--- src/sv/ost_pkg.sv ---
// ----------------------------------------------------------------------------
// ost_pkg
// Shared types, codes and constants of the ORAM stash table.
// ----------------------------------------------------------------------------
package ost_pkg;

  localparam int unsigned    LEAF_BITS   = 16;
  localparam logic [3:0]     MAX_EVICT   = 4'd8;
  localparam logic [4:0]     LEVELS_RST  = 5'd17;

  typedef enum logic [1:0] {
    OP_INSERT = 2'd0,
    OP_REMOVE = 2'd1,
    OP_LOOKUP = 2'd2,
    OP_EVICT  = 2'd3
  } op_t;

  typedef enum logic [1:0] {
    ST_OK        = 2'd0,
    ST_NOT_FOUND = 2'd1,
    ST_FULL      = 2'd2,
    ST_BAD_LEVEL = 2'd3
  } status_t;

  typedef enum logic [2:0] {
    S_IDLE,
    S_LAUNCH,
    S_RUN,
    S_EMIT,
    S_CHECK
  } ctl_state_t;

  typedef struct packed {
    logic [23:0] id;
    logic [15:0] leaf;
    logic [63:0] data;
  } entry_t;

  typedef struct packed {
    op_t         op;
    logic [23:0] block_id;
    logic [15:0] leaf;
    logic [63:0] payload;
    logic [4:0]  level;
    logic [3:0]  max_count;
  } in_req_t;

  typedef struct packed {
    status_t     status;
    logic        entry_valid;
    logic [23:0] out_block_id;
    logic [15:0] out_leaf;
    logic [63:0] out_payload;
    logic        present;
    logic        duplicate;
    logic        last;
  } out_rsp_t;

  typedef struct packed {
    logic        active;
    op_t         op;
    logic [23:0] key_id;
    logic [15:0] key_leaf;
    logic [15:0] mask;
    entry_t      carry;
    logic        carry_v;
    logic        placing;
    logic        found;
    logic [1:0]  hits;
  } wave_t;

  function automatic out_rsp_t rsp_of_entry(entry_t e, logic last);
    out_rsp_t r;
    r              = '0;
    r.status       = ST_OK;
    r.entry_valid  = 1'b1;
    r.out_block_id = e.id;
    r.out_leaf     = e.leaf;
    r.out_payload  = e.data;
    r.last         = last;
    return r;
  endfunction

endpackage

--- src/sv/ost_cell.sv ---
// ----------------------------------------------------------------------------
// ost_cell
// One stash slot. Acts on the request wave as it passes and forwards it.
// ----------------------------------------------------------------------------
module ost_cell import ost_pkg::*; (
  input  logic   clk,
  input  logic   rst_n,
  input  wave_t  wave_in,
  input  entry_t right_ent,
  input  logic   right_vld,
  output entry_t ent,
  output logic   vld,
  output wave_t  wave_out
);

  entry_t ent_r, ent_nxt;
  logic   vld_r, vld_nxt;
  wave_t  wave_r, wave_nxt;
  logic   id_hit, leaf_hit;

  assign id_hit   = vld_r && (ent_r.id == wave_in.key_id);
  assign leaf_hit = vld_r && (((ent_r.leaf ^ wave_in.key_leaf) & wave_in.mask) == 16'd0);

  always_comb begin
    ent_nxt  = ent_r;
    vld_nxt  = vld_r;
    wave_nxt = wave_in;
    if (wave_in.active) begin
      unique case (wave_in.op)
        OP_INSERT: begin
          if (wave_in.carry_v &&
              (wave_in.placing || !vld_r || (ent_r.leaf > wave_in.carry.leaf))) begin
            ent_nxt          = wave_in.carry;
            vld_nxt          = 1'b1;
            wave_nxt.carry   = ent_r;
            wave_nxt.carry_v = vld_r;
            wave_nxt.placing = 1'b1;
          end
        end
        OP_REMOVE, OP_EVICT: begin
          if (wave_in.found || ((wave_in.op == OP_REMOVE) ? id_hit : leaf_hit)) begin
            ent_nxt = right_ent;
            vld_nxt = right_vld;
            if (!wave_in.found) begin
              wave_nxt.found = 1'b1;
              wave_nxt.carry = ent_r;
            end
          end
        end
        OP_LOOKUP: begin
          if (id_hit && (wave_in.hits != 2'd2)) begin
            wave_nxt.hits = wave_in.hits + 2'd1;
          end
        end
        default: begin
        end
      endcase
    end
  end

  always_ff @(posedge clk) begin
    ent_r <= ent_nxt;
    if (!rst_n) begin
      vld_r  <= 1'b0;
      wave_r <= '0;
    end else begin
      vld_r  <= vld_nxt;
      wave_r <= wave_nxt;
    end
  end

  assign ent      = ent_r;
  assign vld      = vld_r;
  assign wave_out = wave_r;

endmodule

--- config.mk ---
export PLATFORM = sky130hd
export DESIGN_NAME = ost_cell
export DESIGN_NICKNAME = d
export VERILOG_FILES = /design/src/sv/ost_pkg.sv /design/src/sv/ost_cell.sv
export SDC_FILE = /design/constraint.sdc
export NUM_CORES = 1
export LEC_CHECK = 0
export BUFFER_PORTS_ARGS = -buffer_cell sky130_fd_sc_hd__buf_2
export CAP_MARGIN = 0
export CELL_PAD_IN_SITES_DETAIL_PLACEMENT = 0
export CELL_PAD_IN_SITES_GLOBAL_PLACEMENT = 1
export CORE_AREA = 8 8 206 208
export DETAILED_ROUTE_END_ITERATION = 8
export DIE_AREA = 0 0 214 216
export PLACE_DENSITY = 0.65
export SLEW_MARGIN = 30
export SYNTH_ARGS = -nofsm -noshare
export SYNTH_HDL_FRONTEND = slang
export SYNTH_SLANG_ARGS = --single-unit
--- constraint.sdc ---
create_clock -name clk -period 22.3 [get_ports clk]
set_input_delay 1.115 -clock clk [delete_from_list [all_inputs] [get_ports clk]]
set_output_delay 1.115 -clock clk [all_outputs]
set_load 0.02 [all_outputs]
==> flow_summary_export.csv <==
group,metric,value,unit
outcome,status,"complete, no violations",
pwr,switching_share,0.2718,
finish,fin_util,0.3959,
synth,synthesis.nets,1264,
synth,synth_edf_count,104,
min_path,hold_class,"reg2reg",
clock_network,numCtsBuffers,31,
timing,drv_slew,0,
critical_path,cp-end-kind,"flip-flop",
critical_path,crit_type,"in2reg",
route,wl_per_cell,20.35,microns
pwr,clkPwrFrac,0.397,
pwr,power_frac_seq,0.448,
die,core,39180,sq um
place,preCtsSetupSlack,17530,ps
die,design.die.area,46220,sq um
critical_path,critPathMaxStageDelay,710,ps
global_route,grt_use_met2,0.3070,
clock_network,postCtsSetupBuffers,0,
route,totalWireLength,41900,microns
clock_network,cts.sinks,273,
critical_path,worstPathBufferInverterCount,4,
timing,tns,0,ps
timing,fin_crit_sh,0.1862,
synth,yosys.area.top_type,"dfxtp_1",
place,dpl.hpwl,32180,microns
route,route.detailed.drc,0,
pwr,peakVddDrop,0.05316,mV
pwr,p_switching,348.5,uW
synth,syn_area,11230,sq um
critical_path,critical_path.top_delay_family,"buffers and inverters",
synth,synth_common_cells,"nand2_1 (232), dfxtp_1 (169), mux2i_1 (105)",
route,viasPerCell,4.418,
pwr,power_density,82.65,nW/um^2
route,num_vias,9096,
synth,synth-seq-cells,273,
global_route,grt_pass1_vias,9682,
place,portBuffers,547,
timing,finalHoldViolCount,0,
critical_path,crit_path_top_delay_cell,"buf_4",
timing,fmaxAchievable,240.8,MHz
global_route,top_usage_layer,"met2",
synth,yosysMostFrequentCell,"nand2_1",
pwr,internal_power,933.6,uW
global_route,gr-usage-met3,0.06587,
finish,fillerInstances,3940,
clock_network,clkSlewWorstSetupHoldPaths,60,ps
critical_path,timing.critical_path.cells,"buf_2 -> inv_1 -> ha_1 -> nand4_1 -> nor4_2 -> o21ai_0 -> nand3_1 -> a21oi_1 -> a311oi_4 -> buf_4 -> buf_4",
critical_path,critPathArrivalTime,4340,ps
synth,ys_warn_count,0,
die,initial_core_util,0.2865,
die,die_y,216,microns
route,dr.pass1.iters,4,
die,io_pins,548,
die,std_cell_rows,73,
timing,skew,14.08,ps
critical_path,cp_common_cell,"buf_4",
global_route,grt.overflow.total,0,
pwr,leakage,7.749,nW
die,fp.dieW,214,microns
global_route,grt_pass1_wl,62730,microns
timing,setup_viol,0,
synth,syn_inst,972,
clock_network,cts_tree,"built",
finish,area_delta_synth_final,38.17,%
clock_network,cts_hold_buffers,0,
global_route,grt.met1_usage,0.1922,
timing,worst_slack,18150,ps
critical_path,crit_fanout,54,
timing,worstMarginPinSlew,907.8,ps
synth,synthDistinctLibCells,40,
synth,synthArstFlopShare,0,
finish,drive_gt1_frac,0.4572,
finish,fin_nets,1797,
global_route,antenna_found_initial,10,
critical_path,crit_path_start_kind,"primary input",
clock_network,htree_levels,1,
pwr,p_comb_frac,0.155,
route,drt_iter0_markers,490,
flow_run,cap_violations,0,
clock_network,clk_path_buf_depth,3,
timing,period_minus_slack,4152,ps
timing,relSlewSlack,0.3948,
synth,syn_area_per_cell,11.55,sq um
global_route,grtUsageTotal,0.1724,
pwr,p_total,1.282,mW
global_route,grt_max_degree,116,
clock_network,clkLatencyLatePin,560,ps
timing,rsz0062_at_grt,"no",
route,ant_nets,0,
synth,netlist_top_cells_area,"dfxtp_1 (30%), edfxtp_1 (28%), mux2i_1 (9.4%)",
synth,ys.flop_type,"dfxtp_1",
synth,yosysSeqAreaShare,0.5796,
clock_network,cts_resized,0,
place,gp_congestion,0.7812,
clock_network,root_buffer,"clkbuf_16",
synth,synth_top_area_frac,0.3014,
critical_path,required,22480,ps
-- path summary, 6_finish.rpt --
kind                                        start                       to  slack [ps]  depth (start not counted)
worst max-delay path                  wave_in[84]        ent[30]$_DFFE_PP_       18150                         11
worst min-delay path            ent[14]$_DFFE_PP_  wave_out[19]$_SDFF_PN0_         530                          2
worst max register to register  ent[78]$_DFFE_PP_        ent[30]$_DFFE_PP_       18300                          9
worst min register to register  ent[14]$_DFFE_PP_  wave_out[19]$_SDFF_PN0_         530                          2
-- worst min-delay path, delay by kind of cell, from the launching register on --
kind,cells,cell delay [ps]
muxes,1,100
and+or+nand+nor,1,50
DFF,1,340
-- area by class of cell --
type                    count  area [sq um]  share of cell area
diodes                      5         12.51           0.0008066
clock buffers              41         884.6             0.05703
clock inverters            16         126.4            0.008147
inverters                  18         67.56            0.004356
multi-input cells         626          4417              0.2847
flip-flops and latches    273          6506              0.4195
well taps                 525         656.9             0.04235
repair buffers            555          2840              0.1831
-- logic make-up (layout without fill, tap and decap cells) --
family,count (synthesis),after routing,share of synthesized area
AND/OR/NAND/NOR,327,327,0.1311
XOR/XNOR,41,41,0.03199
multiplexers,194,194,0.1829
flip-flops,273,273,0.5796
other,0,5,0
AO/OA/AOI/OAI,47,47,0.02630
buffers and inverters,73,630,0.02920
adder cells (fa/ha/maj),17,17,0.01895
-- layer usage --
metal | wire length (microns) | part of all wire
met4 | 769 | 0.018
met5 | 53 | 0.0013
met1 | 16260 | 0.39
met3 | 3898 | 0.093
met2 | 20930 | 0.50
-- placed cells by master (no fill, tap or decap), drive strengths merged, types with 14 or more instances in the layout --
cell type and n:
buf 554, inv 18, nand2 232, clkbuf 42, mux2i 105, xor2 16, xnor2 25, clkinv 14
mux2 89, ha 17, o21ai 19, and2 61, dfxtp 169, edfxtp 104
-- power by group through the flow --
| stage | logic [mW] | clock network, mW | registers [mW] |
|---|---|---|---|
| after floorplan | 0.0662 | 0 | 0.630 |
| after global placement | 0.200 | 0 | 0.585 |
| after detailed placement | 0.202 | 0 | 0.586 |
| after CTS | 0.203 | 0.524 | 0.575 |
| after global routing | 0.216 | 0.541 | 0.579 |
| final | 0.198 | 0.509 | 0.575 |
-- per-stage QoR --
step / instance area, sq um / instances / hold slack [ps]
final: 15510 / 2059 / 528.6
after global routing: 15500 / 2056 / 559.1
after CTS: 15490 / 2054 / 536.5
after detailed placement: 14480 / 1997 / 522.7
after global placement: 14450 / 1996 / 503.9
after floorplan: 11230 / 972 / 651.3
-- state kept, by name, summed over array words and instances (netlist names) --
| name | cells |
|---|---|
| vld | 1 |
| ent | 104 |
| wave_out | 168 |
No activity file was read; power rests on OpenSTA's default activity.
