## src/sv/ost_pkg.sv

```systemverilog
// ----------------------------------------------------------------------------
// ost_pkg
// Shared types, codes and constants of the ORAM stash table.
// ----------------------------------------------------------------------------
package ost_pkg;

  localparam int unsigned    LEAF_BITS   = 16;
  localparam logic [3:0]     MAX_EVICT   = 4'd8;
  localparam logic [4:0]     LEVELS_RST  = 5'd17;

  typedef enum logic [1:0] {
    OP_INSERT = 2'd0,
    OP_REMOVE = 2'd1,
    OP_LOOKUP = 2'd2,
    OP_EVICT  = 2'd3
  } op_t;

  typedef enum logic [1:0] {
    ST_OK        = 2'd0,
    ST_NOT_FOUND = 2'd1,
    ST_FULL      = 2'd2,
    ST_BAD_LEVEL = 2'd3
  } status_t;

  typedef enum logic [2:0] {
    S_IDLE,
    S_LAUNCH,
    S_RUN,
    S_EMIT,
    S_CHECK
  } ctl_state_t;

  typedef struct packed {
    logic [23:0] id;
    logic [15:0] leaf;
    logic [63:0] data;
  } entry_t;

  typedef struct packed {
    op_t         op;
    logic [23:0] block_id;
    logic [15:0] leaf;
    logic [63:0] payload;
    logic [4:0]  level;
    logic [3:0]  max_count;
  } in_req_t;

  typedef struct packed {
    status_t     status;
    logic        entry_valid;
    logic [23:0] out_block_id;
    logic [15:0] out_leaf;
    logic [63:0] out_payload;
    logic        present;
    logic        duplicate;
    logic        last;
  } out_rsp_t;

  typedef struct packed {
    logic        active;
    op_t         op;
    logic [23:0] key_id;
    logic [15:0] key_leaf;
    logic [15:0] mask;
    entry_t      carry;
    logic        carry_v;
    logic        placing;
    logic        found;
    logic [1:0]  hits;
  } wave_t;

  function automatic out_rsp_t rsp_of_entry(entry_t e, logic last);
    out_rsp_t r;
    r              = '0;
    r.status       = ST_OK;
    r.entry_valid  = 1'b1;
    r.out_block_id = e.id;
    r.out_leaf     = e.leaf;
    r.out_payload  = e.data;
    r.last         = last;
    return r;
  endfunction

endpackage

```

## src/sv/ost_ctrl.sv

```systemverilog
// ----------------------------------------------------------------------------
// ost_ctrl
// Request sequencer: launches waves into the cell chain, collects their
// outcome, keeps the fill count and drives the result register.
// ----------------------------------------------------------------------------
module ost_ctrl import ost_pkg::*; #(
  parameter int unsigned STASH_DEPTH = 128
) (
  input  logic     clk,
  input  logic     rst_n,
  input  logic     in_valid,
  output logic     in_ready,
  input  in_req_t  in_req,
  output logic     out_valid,
  input  logic     out_ready,
  output out_rsp_t out_rsp,
  input  logic     cfg_wr_en,
  input  logic [4:0] cfg_wr_data,
  output wave_t    wave_launch,
  input  wave_t    wave_exit
);

  localparam int unsigned     FILL_W = $clog2(STASH_DEPTH + 1);
  localparam logic [FILL_W-1:0] FILL_MAX = FILL_W'(STASH_DEPTH);

  ctl_state_t        state_r, state_nxt;
  in_req_t           req_r, req_nxt;
  logic [15:0]       mask_r, mask_nxt;
  logic [3:0]        cnt_r, cnt_nxt;
  logic [3:0]        taken_r, taken_nxt;
  entry_t            pend_r, pend_nxt;
  logic              pend_v_r, pend_v_nxt;
  out_rsp_t          res_r, res_nxt;
  logic              final_r, final_nxt;
  logic [FILL_W-1:0] fill_r, fill_nxt;
  logic              out_valid_r, out_valid_nxt;
  out_rsp_t          out_rsp_r, out_rsp_nxt;
  logic [4:0]        levels_r, levels_nxt;

  logic              out_free, full, bad_level, direct_rsp;
  logic [4:0]        shift;
  logic [3:0]        cnt_clamp;
  out_rsp_t          rsp_none;

  assign out_free   = !out_valid_r || out_ready;
  assign full       = (fill_r == FILL_MAX);
  assign bad_level  = (in_req.level >= levels_r);
  assign shift      = levels_r - in_req.level - 5'd1;
  assign cnt_clamp  = (in_req.max_count > MAX_EVICT) ? MAX_EVICT : in_req.max_count;
  assign direct_rsp = ((in_req.op == OP_INSERT) && full) ||
                      ((in_req.op == OP_EVICT) && (bad_level || (cnt_clamp == 4'd0)));

  always_comb begin
    rsp_none      = '0;
    rsp_none.last = 1'b1;
  end

  always_comb begin
    state_nxt = state_r;
    unique case (state_r)
      S_IDLE: begin
        if (in_valid) state_nxt = direct_rsp ? S_EMIT : S_LAUNCH;
      end
      S_LAUNCH: state_nxt = S_RUN;
      S_RUN: begin
        if (wave_exit.active) begin
          if ((req_r.op == OP_EVICT) && wave_exit.found && !pend_v_r) state_nxt = S_CHECK;
          else state_nxt = S_EMIT;
        end
      end
      S_EMIT: begin
        if (out_free) state_nxt = final_r ? S_IDLE : S_CHECK;
      end
      S_CHECK: state_nxt = (taken_r == cnt_r) ? S_EMIT : S_LAUNCH;
      default: state_nxt = S_IDLE;
    endcase
  end

  always_comb begin
    req_nxt       = req_r;
    mask_nxt      = mask_r;
    cnt_nxt       = cnt_r;
    taken_nxt     = taken_r;
    pend_nxt      = pend_r;
    pend_v_nxt    = pend_v_r;
    res_nxt       = res_r;
    final_nxt     = final_r;
    fill_nxt      = fill_r;
    out_rsp_nxt   = out_rsp_r;
    out_valid_nxt = out_valid_r;
    levels_nxt    = levels_r;
    if (cfg_wr_en) levels_nxt = cfg_wr_data;
    if (out_valid_r && out_ready) out_valid_nxt = 1'b0;
    unique case (state_r)
      S_IDLE: begin
        if (in_valid) begin
          req_nxt    = in_req;
          mask_nxt   = (shift >= 5'(LEAF_BITS)) ? 16'd0 : (16'hFFFF << shift);
          cnt_nxt    = cnt_clamp;
          taken_nxt  = 4'd0;
          pend_v_nxt = 1'b0;
          final_nxt  = 1'b1;
          res_nxt    = rsp_none;
          if ((in_req.op == OP_INSERT) && full) res_nxt.status = ST_FULL;
          if ((in_req.op == OP_EVICT) && bad_level) res_nxt.status = ST_BAD_LEVEL;
        end
      end
      S_RUN: begin
        if (wave_exit.active) begin
          res_nxt   = rsp_none;
          final_nxt = 1'b1;
          unique case (req_r.op)
            OP_INSERT: fill_nxt = fill_r + FILL_W'(1);
            OP_REMOVE: begin
              if (wave_exit.found) begin
                res_nxt  = rsp_of_entry(wave_exit.carry, 1'b1);
                fill_nxt = fill_r - FILL_W'(1);
              end else begin
                res_nxt.status = ST_NOT_FOUND;
              end
            end
            OP_LOOKUP: begin
              res_nxt.present   = (wave_exit.hits != 2'd0);
              res_nxt.duplicate = wave_exit.hits[1];
            end
            OP_EVICT: begin
              if (wave_exit.found) begin
                fill_nxt   = fill_r - FILL_W'(1);
                pend_nxt   = wave_exit.carry;
                pend_v_nxt = 1'b1;
                taken_nxt  = taken_r + 4'd1;
                if (pend_v_r) begin
                  res_nxt   = rsp_of_entry(pend_r, 1'b0);
                  final_nxt = 1'b0;
                end
              end else if (pend_v_r) begin
                res_nxt = rsp_of_entry(pend_r, 1'b1);
              end
            end
            default: begin
            end
          endcase
        end
      end
      S_EMIT: begin
        if (out_free) begin
          out_valid_nxt = 1'b1;
          out_rsp_nxt   = res_r;
        end
      end
      S_CHECK: begin
        if (taken_r == cnt_r) begin
          res_nxt   = rsp_of_entry(pend_r, 1'b1);
          final_nxt = 1'b1;
        end
      end
      default: begin
      end
    endcase
  end

  always_comb begin
    wave_launch = '0;
    if (state_r == S_LAUNCH) begin
      wave_launch.active     = 1'b1;
      wave_launch.op         = req_r.op;
      wave_launch.key_id     = req_r.block_id;
      wave_launch.key_leaf   = req_r.leaf;
      wave_launch.mask       = mask_r;
      wave_launch.carry.id   = req_r.block_id;
      wave_launch.carry.leaf = req_r.leaf;
      wave_launch.carry.data = req_r.payload;
      wave_launch.carry_v    = 1'b1;
    end
  end

  always_ff @(posedge clk) begin
    req_r     <= req_nxt;
    mask_r    <= mask_nxt;
    cnt_r     <= cnt_nxt;
    taken_r   <= taken_nxt;
    pend_r    <= pend_nxt;
    res_r     <= res_nxt;
    final_r   <= final_nxt;
    out_rsp_r <= out_rsp_nxt;
    if (!rst_n) begin
      state_r     <= S_IDLE;
      pend_v_r    <= 1'b0;
      fill_r      <= '0;
      out_valid_r <= 1'b0;
      levels_r    <= LEVELS_RST;
    end else begin
      state_r     <= state_nxt;
      pend_v_r    <= pend_v_nxt;
      fill_r      <= fill_nxt;
      out_valid_r <= out_valid_nxt;
      levels_r    <= levels_nxt;
    end
  end

  assign in_ready  = (state_r == S_IDLE);
  assign out_valid = out_valid_r;
  assign out_rsp   = out_rsp_r;

`ifndef NO_ASSERTIONS
  a_fill_bound: assert property (@(posedge clk) disable iff (!rst_n) fill_r <= FILL_MAX)
    else $error("fill count beyond stash depth");
  a_exit_in_run: assert property (@(posedge clk) disable iff (!rst_n)
    wave_exit.active |-> state_r == S_RUN)
    else $error("wave exit outside run state");
  a_taken_bound: assert property (@(posedge clk) disable iff (!rst_n)
    (state_r == S_CHECK) |-> taken_r <= cnt_r)
    else $error("evict took more than requested");
  a_launch_run: assert property (@(posedge clk) disable iff (!rst_n)
    (state_r == S_LAUNCH) |=> state_r == S_RUN)
    else $error("launch not followed by run");
`endif

endmodule

```

## config.mk

```make
export PLATFORM = sky130hd
export DESIGN_NAME = ost_ctrl
export DESIGN_NICKNAME = d
export VERILOG_FILES = /design/src/sv/ost_pkg.sv /design/src/sv/ost_ctrl.sv
export SDC_FILE = /design/constraint.sdc
export NUM_CORES = 1
export LEC_CHECK = 0
export ABC_AREA = 1
export BUFFER_PORTS_ARGS = -buffer_cell sky130_fd_sc_hd__buf_2
export CORE_MARGIN = 10
export CORE_UTILIZATION = 47
export DETAILED_ROUTE_END_ITERATION = 10
export GPL_TIMING_DRIVEN = 0
export HOLD_SLACK_MARGIN = 0.08
export PLACE_DENSITY_LB_ADDON = 0.12
export SLEW_MARGIN = 40
export SYNTH_ARGS = -nofsm -noshare
export SYNTH_HDL_FRONTEND = slang
export SYNTH_SLANG_ARGS = --single-unit
```

## constraint.sdc

```tcl
create_clock -name clk -period 10.3 [get_ports clk]
set_input_delay 2.06 -clock clk [delete_from_list [all_inputs] [get_ports clk]]
set_output_delay 2.06 -clock clk [all_outputs]
set_load 0.1 [all_outputs]
```

==> results of run 1 <==
==> area by class of cell <==
type                    instances  area share
diodes                         16     0.00165
inverters                     179      0.0278
multi-input cells             638       0.145
clock inverters                31      0.0102
well taps                     525      0.0271
plain buffers                 120      0.0280
clock buffers                  59      0.0531
flip-flops and latches        473       0.580
repair buffers                539       0.127
==> cell usage after synthesis, drive strengths merged <==
| cell | instances |
|---|---|
| edfxtp | 455 |
| inv | 178 |
| nor2 | 164 |
| nand2 | 148 |
| o21ai | 120 |
| a32oi | 104 |
| buf | 83 |
| clkbuf | 37 |
| a21oi | 29 |
| dfxtp | 18 |
| nand3 | 17 |
| ha | 15 |
| xor2 | 7 |
| nor3 | 5 |
| xnor2 | 5 |
| or2 | 4 |
| a31oi | 3 |
| nand4 | 3 |
| fa | 2 |
| a211oi | 1 |
| a21o | 1 |
| a221oi | 1 |
| clkinv | 1 |
| conb | 1 |
| nor4 | 1 |
| o211ai | 1 |
| o21a | 1 |
| o22ai | 1 |
| o31ai | 1 |
==> worst max path at each step <==
stage / startpoint / to / cells after the start
6_report: state_r[0]$_SDFFE_PN0P_ / wave_launch[151] / 8
5_1_grt: state_r[0]$_SDFFE_PN0P_ / wave_launch[151] / 8
4_1_cts: state_r[0]$_SDFFE_PN0P_ / wave_launch[151] / 8
3_5_place_dp: state_r[0]$_SDFFE_PN0P_ / wave_launch[151] / 8
3_3_place_gp: wave_exit[2] / taken_r[3]$_SDFFCE_PN0P_ / 7
2_1_floorplan: state_r[1]$_SDFFE_PN0P_ / cnt_r[0]$_DFFE_PP_ / 5
==> power by group <==
| part | total [uW] | internal, uW | leakage (uW) | switching [uW] |
|---|---|---|---|---|
| registers | 2680 | 2590 | 0.00445 | 96.4 |
| logic | 2270 | 389 | 0.00483 | 1880 |
| clock network | 1700 | 985 | 0.000755 | 719 |
==> layout by cell type, fill, tap and decap left out, types with 18 or more instances in the layout <==
cell type and instances:
o21ai_1 25, clkbuf_16 49, nor2_1 159, o21ai_0 93, clkbuf_1 45, a32oi_1 104, edfxtp_1 455, inv_1 174
a21oi_1 28, nand2_1 145, buf_2 533, buf_4 57, dfxtp_1 18
==> worst register-to-register path, cell delays in order (launching register included) <==
cell and delay [ps]:
dfxtp_1 390, inv_2 60, nand3_2 190, buf_2 410
o22ai_1 220, a221oi_4 410, buf_6 210, buf_6 160
buf_6 160, buf_6 160, buf_4 220
==> sequential cells by signal (all words and copies together), names as in the netlist, 3 cells and up <==
| register | count |
|---|---|
| mask_r | 16 |
| fill_r | 8 |
| cnt_r | 4 |
| res_r | 110 |
| out_rsp | 110 |
| pend_r | 104 |
| req_r | 106 |
| levels_r | 5 |
| state_r | 3 |
| taken_r | 4 |
==> cell families after synthesis <==
logic type	count (synthesis)	share of synthesized area
simple gates	342	0.0730
xor+xnor	12	0.00598
buf+inv	299	0.0717
compound gates	263	0.0924
flops	473	0.745
fa+ha+maj	17	0.0121
other cells	1	0.000199
==> routing by layer <==
layer	routed length, um	vias to the layer above	part of all wire	GRT usage
met2	29100	526	0.51	0.392
met4	1620	8	0.028	0.0803
li1	-	6203	-	-
met1	21200	6433	0.37	0.263
met5	59	-	0.0010	0
met3	4920	89	0.086	0.0683
==> per-stage QoR <==
| step | worst slack [ps] | hold slack [ps] | area, um^2 |
|---|---|---|---|
| after floorplan | 2270 | 400 | 18800 |
| after global placement | -632 | 400 | 22000 |
| after detailed placement | 5500 | 405 | 22600 |
| after CTS | 4860 | 414 | 24200 |
| after global routing | 4790 | 421 | 24200 |
| final | 4960 | 416 | 24200 |
==> metrics, run 1 <==
run status finished clean; core footprint 0.0396 mm^2; H-tree level count 2; Clock Skews around 18 ps; via count 13300; number of vias per cell after detailed routing 5.14; maximum clock frequency 0.187 GHz; count of maximum capacitance violations 0; endpoint kind of the worst setup timing path primary output; maximum buffer depth of the clock tree 3; Layout Cells excl Fill 2580; post-CTS resize count 0; number of register bits inferred by synthesis 473; x dimension of the die roughly 220 um; # DRC 0; Setup Viol. Count Final 0; clock transition at the registers of the reported paths 60 ps; leading area contributor after synthesis edfxtp_1; Slew HR 0.545; R2R Path Start state_r[2]$_SDFFE_PN0P_; Seq/Total Area, Yosys 0.745; top cells by area, synth edfxtp_1 (73%), a32oi_1 (4.8%), inv_1 (3.5%); hold-fix buffer count after cts 0; post-DR wirelength/cell between 20 and 25 um; Critical Path, Cell by Cell inv_1 -> nor3_2 -> clkinv_1 -> clkbuf_1 -> buf_2 -> nor2_1 -> buf_4 -> buf_2; max-slew violation count 0; First DRT Iteration DRCs 878; worst-path maximum fanout 10; Die H 220 um; CP max stage delay 420 ps; path class of the lowest-slack min-delay path reg2reg; number of distinct library cell variants in the gate-level netlist after synthesis 46; growth of design area from synthesis to finish 28.5%; Hold Path Depth 0; overall die area between 0.04 and 0.05 mm^2; iteration count of the initial detailed-routing pass 5; post-route ant nets 0; number of antenna violations at the first check in global routing 20; worst hold path endpoint out_rsp[47]$_DFFE_PP_; summed instance area of the synthesized netlist 0.0188 mm^2; power density over the cells 275 mW/mm^2; required time of the worst setup path approximately 8000 ps; average cell area after synthesis 13.4 um^2; kind of start point of the critical path flip-flop; Hold Path Origin res_r[47]$_SDFFCE_PP0P_; worst slew pin tran 683 ps; first-pass GRT wire length 81900 um; leakage component of the power 0.0100 uW; share of final-layout standard cells stronger than drive strength 1 0.346; vias in the first global route 13200; clock latency reported for the late side of the worst-skew pair 580 ps; Crit Path Category reg2out; final weighted congestion in routability-driven placement 0.938; TritonCTS clock tree built; critical-path cell with the highest stage delay buf_2; most common cell type on the critical path buf_2; count of warnings emitted by yosys 0; post-synth top area share 0.726; combined global-route utilization of all metal layers 0.226; number of nets at the end of the flow 2310; RSZ-0062 raised after global routing false; Seq. cell area 0.0140 mm^2; # placed instances about 2500; cts bufs inserted 49; Layout fillers between 3000 and 4000; area occupied by multi-input gates 0.00351 mm^2; gate count after technology mapping between 1000 and 1500; remaining global-route overflow 0; critical path data arrival time approximately 3300 ps; largest vdd supply drop between 0.00015 and 0.0002 V; r2r setup slk 7400 ps; IO Pins 573; count of endpoints failing hold in the final timing report 0; number of buffers added for setup after CTS 0; HPWL reported at the end of detailed placement 43700 um; endpoint of the lowest-slack register-to-register path res_r[76]$_SDFFCE_PP0P_; final worst path period share 0.519; shortest clock period the worst path allows after layout between 5000 and 6000 ps; reg2reg path depth 10; setup TNS after final layout 0 ps; number of input and output port buffers inserted 507; number of sinks on the clock net 473; starting utilization of the core area 0.475; overall power after layout 6660 uW; cell family with the largest share of critical-path delay buffers and inverters; final standard cell utilization of the core 0.610; number of buffer and inverter instances along the worst setup path 6; Root Buffer clkbuf_16; row count 73; final routed wirelength across all metal layers 56900 um; pin count of the biggest net entering global routing 22
(Power assumes the default switching activity.)
==> run 2, diff against run 1 <==
--- a/config.mk
+++ b/config.mk
@@ -5,7 +5,7 @@
 export SDC_FILE = /design/constraint.sdc
 export NUM_CORES = 1
 export LEC_CHECK = 0
-export ABC_AREA = 1
+export ABC_AREA = 0
 export BUFFER_PORTS_ARGS = -buffer_cell sky130_fd_sc_hd__buf_2
 export CORE_MARGIN = 10
 export CORE_UTILIZATION = 47
==> constraint.sdc (replaced) <==
create_clock -name clk -period 4.5 [get_ports clk]
set_input_delay 0.9 -clock clk [delete_from_list [all_inputs] [get_ports clk]]
set_output_delay 0.9 -clock clk [all_outputs]
set_load 0.1 [all_outputs]
==> metrics, run 2 <==
leading area contributor after synthesis edfxtp_1 (unchanged); first-pass GRT wire length 84100 um (was 81900 um); top post-synthesis cells by count edfxtp_1 (455), and2_1 (128), nor2_1 (123) (was edfxtp_1 (455), inv_1 (174), nor2_1 (162)); average cell area after synthesis 15.2 um^2 (was 13.4 um^2); worst slew pin tran 730 ps (was 683 ps); shortest clock period the worst path allows after layout 4160 ps; Async S/R FF share, synth 0 (unchanged); power density over the cells 502 mW/mm^2 (was 275 mW/mm^2); overall die area 0.0489 mm^2 (was 0.0485 mm^2); setup TNS after final layout 0 ps (unchanged); hold-fix buffer count after cts 0 (unchanged); worst-path maximum fanout 10 (unchanged); vias in the first global route 12700 (was 13200); IO Pins 573 (unchanged); r2r setup slk 1810 ps (was 7400 ps); Hold Path Origin res_r[100]$_SDFFCE_PP0P_ (was res_r[47]$_SDFFCE_PP0P_); endpoint of the lowest-slack register-to-register path res_r[68]$_SDFFCE_PP0P_ (was res_r[76]$_SDFFCE_PP0P_); H-tree level count 2 (unchanged); most common cell after layout, fill and taps aside buf_2 (unchanged); maximum clock frequency between 0.2 and 0.25 GHz; largest vdd supply drop 0.000314 V (was 0.000170 V); maximum buffer depth of the clock tree 3 (unchanged); required time of the worst setup path 3600 ps (was 8240 ps); clock transition at the registers of the reported paths 60 ps (about the same); number of vias per cell after detailed routing 5.32 (was 5.14); final routed wirelength across all metal layers 57900 um (was 56900 um); post-route ant nets 0 (unchanged); iteration count of the initial detailed-routing pass 5 (unchanged); starting utilization of the core area 0.477 (was 0.475); max-slew violation count 0 (unchanged); Switch Pwr 4040 uW (was 2690 uW); Seq/Total Area, Yosys 0.737 (was 0.745); growth of design area from synthesis to finish 27.5% (was 28.5%); HPWL reported at the end of detailed placement 44200 um (was 43700 um); Setup Viol. Count Final 0 (unchanged); TritonCTS clock tree built (unchanged); switching share of total power 0.332 (was 0.405); number of nets at the end of the flow 2145 (was 2310); summed instance area of the synthesized netlist 0.0190 mm^2 (was 0.0188 mm^2); pin count of the biggest net entering global routing 42 (was 22); RSZ-0062 raised after global routing false (unchanged); post-synth top area share 0.718 (was 0.726); number of register bits inferred by synthesis 473 (unchanged); First DRT Iteration DRCs 876 (was 878); x dimension of the die 221 um (was 220 um); Layout fillers 3139 (was 3239); leakage component of the power 0.0102 uW (was 0.0100 uW); core footprint 0.0399 mm^2 (was 0.0396 mm^2); top cells by area, synth edfxtp_1 (72%), a32oi_1 (4.8%), a21o_1 (4.2%) (was edfxtp_1 (73%), a32oi_1 (4.8%), inv_1 (3.5%)); Finished Cell Area 0.0243 mm^2 (was 0.0242 mm^2); count of endpoints failing hold in the final timing report 0 (unchanged); final worst path period share 0.925; most common cell in the synthesized netlist edfxtp_1 (unchanged); final weighted congestion in routability-driven placement 0.901 (was 0.938); reg2reg path depth 9 (was 10); share of power burned in the clock network 0.328 (was 0.256); post-DR wirelength/cell 24.1 um (was 22.0 um); path class of the lowest-slack min-delay path reg2reg (unchanged); Slew HR 0.508 (was 0.545); cts bufs inserted 50 (was 49); worst hold path endpoint out_rsp[100]$_DFFE_PP_ (was out_rsp[47]$_DFFE_PP_); kind of start point of the critical path flip-flop (unchanged); count of maximum capacitance violations 0 (unchanged); number of sinks on the clock net 473 (unchanged); number of buffers added for setup after CTS 0 (unchanged); share of final-layout standard cells stronger than drive strength 1 0.362 (was 0.346); commonest non-fill, non-tap cells in the layout buf_2 (531), edfxtp_1 (455), and2_1 (127) (was buf_2 (533), edfxtp_1 (455), inv_1 (174)); Clock Skews 17.5 ps (was 18.1 ps); count of warnings emitted by yosys 0 (unchanged); sequential power share 0.440 (was 0.403); R2R Path Start taken_r[2]$_SDFFCE_PN0P_ (was state_r[2]$_SDFFE_PN0P_); internal power 8120 uW (was 3960 uW); Crit Path Category reg2out (unchanged); number of input and output port buffers inserted 507 (unchanged); number of antenna violations at the first check in global routing 12 (was 20); combinational power share 0.233 (was 0.341); critical path data arrival time 3260 ps (was 3280 ps); number of synthesized flops with an enable pin 455 (unchanged); clock latency reported for the late side of the worst-skew pair 590 ps (was 580 ps); endpoint kind of the worst setup timing path primary output (unchanged); remaining global-route overflow 0 (unchanged); post-CTS resize count 0 (unchanged); # DRC 0 (unchanged); run status finished clean (unchanged); Root Buffer clkbuf_16 (unchanged); via count 12800 (was 13300); Hold Path Depth 0 (unchanged); commonest register cell after synthesis edfxtp_1 (unchanged); combined global-route utilization of all metal layers 0.228 (was 0.226); row count 73 (unchanged); Die H 221 um (was 220 um); number of distinct library cell variants in the gate-level netlist after synthesis 55 (was 46); Placed Area 0.0227 mm^2 (was 0.0226 mm^2); gate count after technology mapping 1255 (was 1407)
==> run 2: worst max-delay path, cell delays in order (launching register included) <==
cell      delay [ps]
dfxtp_1          350
nand2b_1         200
nor2_1           450
buf_2            370
clkbuf_1         420
and2_1           320
buf_4            140
buf_2            420
==> run 2: area by class of cell <==
class	count	area, um^2	share of cell area
buffer	124	717	0.0296
antenna	3	7.51	0.000310
clock inverter	30	264	0.0109
sequential	473	14000	0.578
clock buffer	62	1320	0.0543
timing repair buffer	525	2960	0.122
inverter	22	86.3	0.00356
tap	525	657	0.0271
multi-input combinational	639	4230	0.174
==> run 2: power groups by stage <==
stage | logic (uW) | registers, uW | clock network (uW)
6_report | 2830 | 5350 | 3990
5_1_grt | 2950 | 5380 | 4250
2_1_floorplan | 1920 | 5630 | 0
3_5_place_dp | 2850 | 5440 | 0
3_3_place_gp | 2700 | 5490 | 0
4_1_cts | 2850 | 5350 | 4080
==> run 2: cell families (layout without fill, tap and decap cells) <==
kind of cell / after synthesis / after routing / share of synthesized area
AO/OA/AOI/OAI: 277 / 277 / 0.113
XOR/XNOR: 12 / 12 / 0.00552
multiplexers: 5 / 5 / 0.00263
other: 1 / 7 / 0.000197
adder cells (fa/ha/maj): 17 / 17 / 0.0120
AND/OR/NAND/NOR: 324 / 324 / 0.0879
flip-flops: 473 / 473 / 0.737
buffers and inverters: 146 / 763 / 0.0420
==> run 2: layer usage <==
layer | track usage | share of wire | vias to the layer above
met5 | 0 | 0.0017 | -
met4 | 0.0872 | 0.034 | 16
met3 | 0.0684 | 0.083 | 106
met2 | 0.389 | 0.51 | 520
met1 | 0.265 | 0.38 | 6250
li1 | - | - | 5892
==> run 2: metrics by stage <==
step	setup WS (ps)	hold WS, ps	utilization	cells	power (uW)
floorplan	6.79	400	-	1258	7550
global placement	-2020	402	0.557	2290	8180
detailed placement	889	405	0.568	2308	8290
CTS	246	400	0.608	2400	12300
global route	169	412	0.608	2403	12600
finish	338	403	0.608	2403	12200
==> run 2: how the worst max path moves through the flow <==
stage / start / to / slack [ps] / depth (start not counted)
after floorplan: taken_r[2]$_SDFFCE_PN0P_ / final_r$_SDFFCE_PN1P_ / 7 / 5
after CTS: state_r[0]$_SDFFE_PN0P_ / wave_launch[151] / 250 / 7
after detailed placement: state_r[2]$_SDFFE_PN0P_ / wave_launch[151] / 890 / 7
final: state_r[2]$_SDFFE_PN0P_ / wave_launch[151] / 340 / 7
after global routing: state_r[2]$_SDFFE_PN0P_ / wave_launch[151] / 170 / 7
after global placement: taken_r[2]$_SDFFCE_PN0P_ / res_r[69]$_SDFFCE_PP0P_ / -2020 / 5
==> run 3, diff against run 2 <==
--- a/config.mk
+++ b/config.mk
@@ -7,8 +7,11 @@
 export LEC_CHECK = 0
 export ABC_AREA = 0
 export BUFFER_PORTS_ARGS = -buffer_cell sky130_fd_sc_hd__buf_2
+export CELL_PAD_IN_SITES_DETAIL_PLACEMENT = 1
+export CELL_PAD_IN_SITES_GLOBAL_PLACEMENT = 1
+export CORE_ASPECT_RATIO = 1.25
 export CORE_MARGIN = 10
-export CORE_UTILIZATION = 47
+export CORE_UTILIZATION = 38
 export DETAILED_ROUTE_END_ITERATION = 10
 export GPL_TIMING_DRIVEN = 0
 export HOLD_SLACK_MARGIN = 0.08
==> metrics, run 3 (synthesis gave the netlist of run 2 again) <==
final worst path period share 0.889 (was 0.925); overall die area 0.0595 mm^2 (was 0.0489 mm^2); number of antenna violations at the first check in global routing 27 (was 12); startpoint of the worst setup timing path state_r[0]$_SDFFE_PN0P_ (was state_r[2]$_SDFFE_PN0P_); CP max stage delay 430 ps (was 450 ps); Setup Viol. Count Final 0 (unchanged); Root Buffer clkbuf_16 (unchanged); combined global-route utilization of all metal layers 0.203 (was 0.228); final routed wirelength across all metal layers 62500 um (was 57900 um); number of buffer and inverter instances along the worst setup path 4 (unchanged); largest vdd supply drop 0.000320 V (was 0.000314 V); HPWL reported at the end of detailed placement 47800 um (was 44200 um); Crit Path Category reg2out (unchanged); x dimension of the die 220 um (was 221 um); Finished Cell Area 0.0244 mm^2 (was 0.0243 mm^2); row count 91 (was 73); post-CTS resize count 0 (unchanged); post-route ant nets 0 (unchanged); Worst setup endpoint wave_launch[125] (was wave_launch[151]); maximum buffer depth of the clock tree 3 (unchanged); IO Pins 573 (unchanged); leakage component of the power 0.0102 uW (about the same); share of final-layout standard cells stronger than drive strength 1 0.360 (was 0.362); number of vias per cell after detailed routing 5.07 (was 5.32); critical-path cell with the highest stage delay dfxtp_1 (was nor2_1); cts bufs inserted 48 (was 50); remaining global-route overflow 0 (unchanged); hold-fix buffer count after cts 0 (unchanged); required time of the worst setup path 3600 ps (about the same); run status finished clean (unchanged); # DRC 0 (unchanged); r2r setup slk 1950 ps (was 1810 ps); RSZ-0062 raised after global routing false (unchanged); Placed Area 0.0229 mm^2 (was 0.0227 mm^2); Clock Skews 16.4 ps (was 17.5 ps); starting utilization of the core area 0.385 (was 0.477); maximum clock frequency 0.250 GHz (was 0.240 GHz); number of nets at the end of the flow 2144 (was 2145); overall power after layout 12100 uW (was 12200 uW); max-slew violation count 0 (unchanged); worst-path maximum fanout 10 (unchanged); final weighted congestion in routability-driven placement 0.862 (was 0.901); cell family with the largest share of critical-path delay buffers and inverters (unchanged); growth of design area from synthesis to finish 28.3% (was 27.5%); most common cell type on the critical path buf_2 (unchanged); number of buffers added for setup after CTS 0 (unchanged); critical path data arrival time 3100 ps (was 3260 ps); post-DR wirelength/cell 24.6 um (was 24.1 um); first-pass GRT wire length 89800 um (was 84100 um); number of gates on the worst path with buffers counted 7 (unchanged); clock transition at the registers of the reported paths 60 ps (about the same); path class of the lowest-slack min-delay path reg2reg (unchanged); power density over the cells 496 mW/mm^2 (was 502 mW/mm^2); vias in the first global route 13400 (was 12700); Critical Path, Cell by Cell nand2b_1 -> nor2_1 -> buf_2 -> clkbuf_1 -> and2_1 -> buf_4 -> buf_2 (unchanged); First DRT Iteration DRCs 678 (was 876); H-tree level count 2 (unchanged); core footprint 0.0494 mm^2 (was 0.0399 mm^2); shortest clock period the worst path allows after layout 4000 ps (was 4160 ps); reg2reg path depth 6 (was 9); via count 12900 (was 12800); kind of start point of the critical path flip-flop (unchanged); clock latency reported for the late side of the worst-skew pair 590 ps (about the same); count of endpoints failing hold in the final timing report 0 (unchanged); Die H 270 um (was 221 um); endpoint kind of the worst setup timing path primary output (unchanged); pin count of the biggest net entering global routing 37 (was 42); commonest non-fill, non-tap cells in the layout buf_2 (531), edfxtp_1 (455), and2_1 (127) (unchanged); R2R Path Start req_r[113]$_DFFE_PP_ (was taken_r[2]$_SDFFCE_PN0P_); number of sinks on the clock net 473 (unchanged); Slew HR 0.575 (was 0.508); endpoint of the lowest-slack register-to-register path res_r[93]$_SDFFCE_PP0P_ (was res_r[68]$_SDFFCE_PP0P_); most common cell after layout, fill and taps aside buf_2 (unchanged); iteration count of the initial detailed-routing pass 5 (unchanged); count of maximum capacitance violations 0 (unchanged); number of input and output port buffers inserted 507 (unchanged); worst slew pin tran 631 ps (was 730 ps); setup TNS after final layout 0 ps (unchanged); TritonCTS clock tree built (unchanged)
-- run 3: cell count changes in the layout (fill, tap and decap cells not counted), sizes merged --
cell,previous run,this run
diode,3,17
clkinv,24,19
buf,605,606
inv,21,24
bufinv,4,3
clkbuf,106,105
-- run 3: worst min path at each step --
stage	from	to	slack, ps	cells after the start
6_report	res_r[58]$_SDFFCE_PP0P_	out_rsp[58]$_DFFE_PP_	400	0
5_1_grt	res_r[58]$_SDFFCE_PP0P_	out_rsp[58]$_DFFE_PP_	410	0
4_1_cts	res_r[55]$_SDFFCE_PP0P_	out_rsp[55]$_DFFE_PP_	400	0
3_5_place_dp	res_r[47]$_SDFFCE_PP0P_	out_rsp[47]$_DFFE_PP_	410	0
3_3_place_gp	res_r[78]$_SDFFCE_PP0P_	out_rsp[78]$_DFFE_PP_	400	0
2_1_floorplan	res_r[0]$_SDFFCE_PP1P_	out_rsp[0]$_DFFE_PP_	400	0
-- run 3: worst register-to-register path, stage by stage, from the launching register on --
cell      delay [ps]
edfxtp_1         650
nand3b_1         240
nor2_2           480
buf_2            370
buf_2            320
a32oi_1          170
nor2_1           170
-- run 3: final cells by class --
| cell class | instances | area (um^2) |
|---|---|---|
| diodes | 17 | 42.5 |
| plain buffers | 124 | 717 |
| clock buffers | 61 | 1280 |
| clock inverters | 27 | 231 |
| fillers | 5129 | 25000 |
| inverters | 22 | 86.3 |
| multi-input cells | 639 | 4230 |
| flip-flops and latches | 473 | 14000 |
| well taps | 651 | 815 |
| repair buffers | 526 | 2990 |
-- run 3: report_power, final --
group / total, uW / switching (uW) / leakage [uW] / internal, uW
sequential: 5350 / 95.3 / 0.00443 / 5260
clock: 3900 / 1710 / 0.000731 / 2190
combinational: 2850 / 2280 / 0.00506 / 570
total: 12100 / 4080 / 0.0102 / 8020
-- run 3: per-layer routing --
metal	vias up	track usage	routed length (um)	part of all wire
met5	-	0	135	0.0022
met4	20	0.0605	1490	0.024
li1	5895	-	-	-
met2	433	0.359	32200	0.52
met1	6432	0.215	22400	0.36
met3	101	0.0818	6260	0.10
-- run 3: through the flow --
step	util	setup WS (ps)	std cells	hold WS, ps
floorplan	-	6.79	1258	400
global placement	0.453	-2270	2416	400
detailed placement	0.463	1070	2435	405
CTS	0.493	434	2523	404
global route	0.494	269	2537	408
finish	0.494	500	2540	405
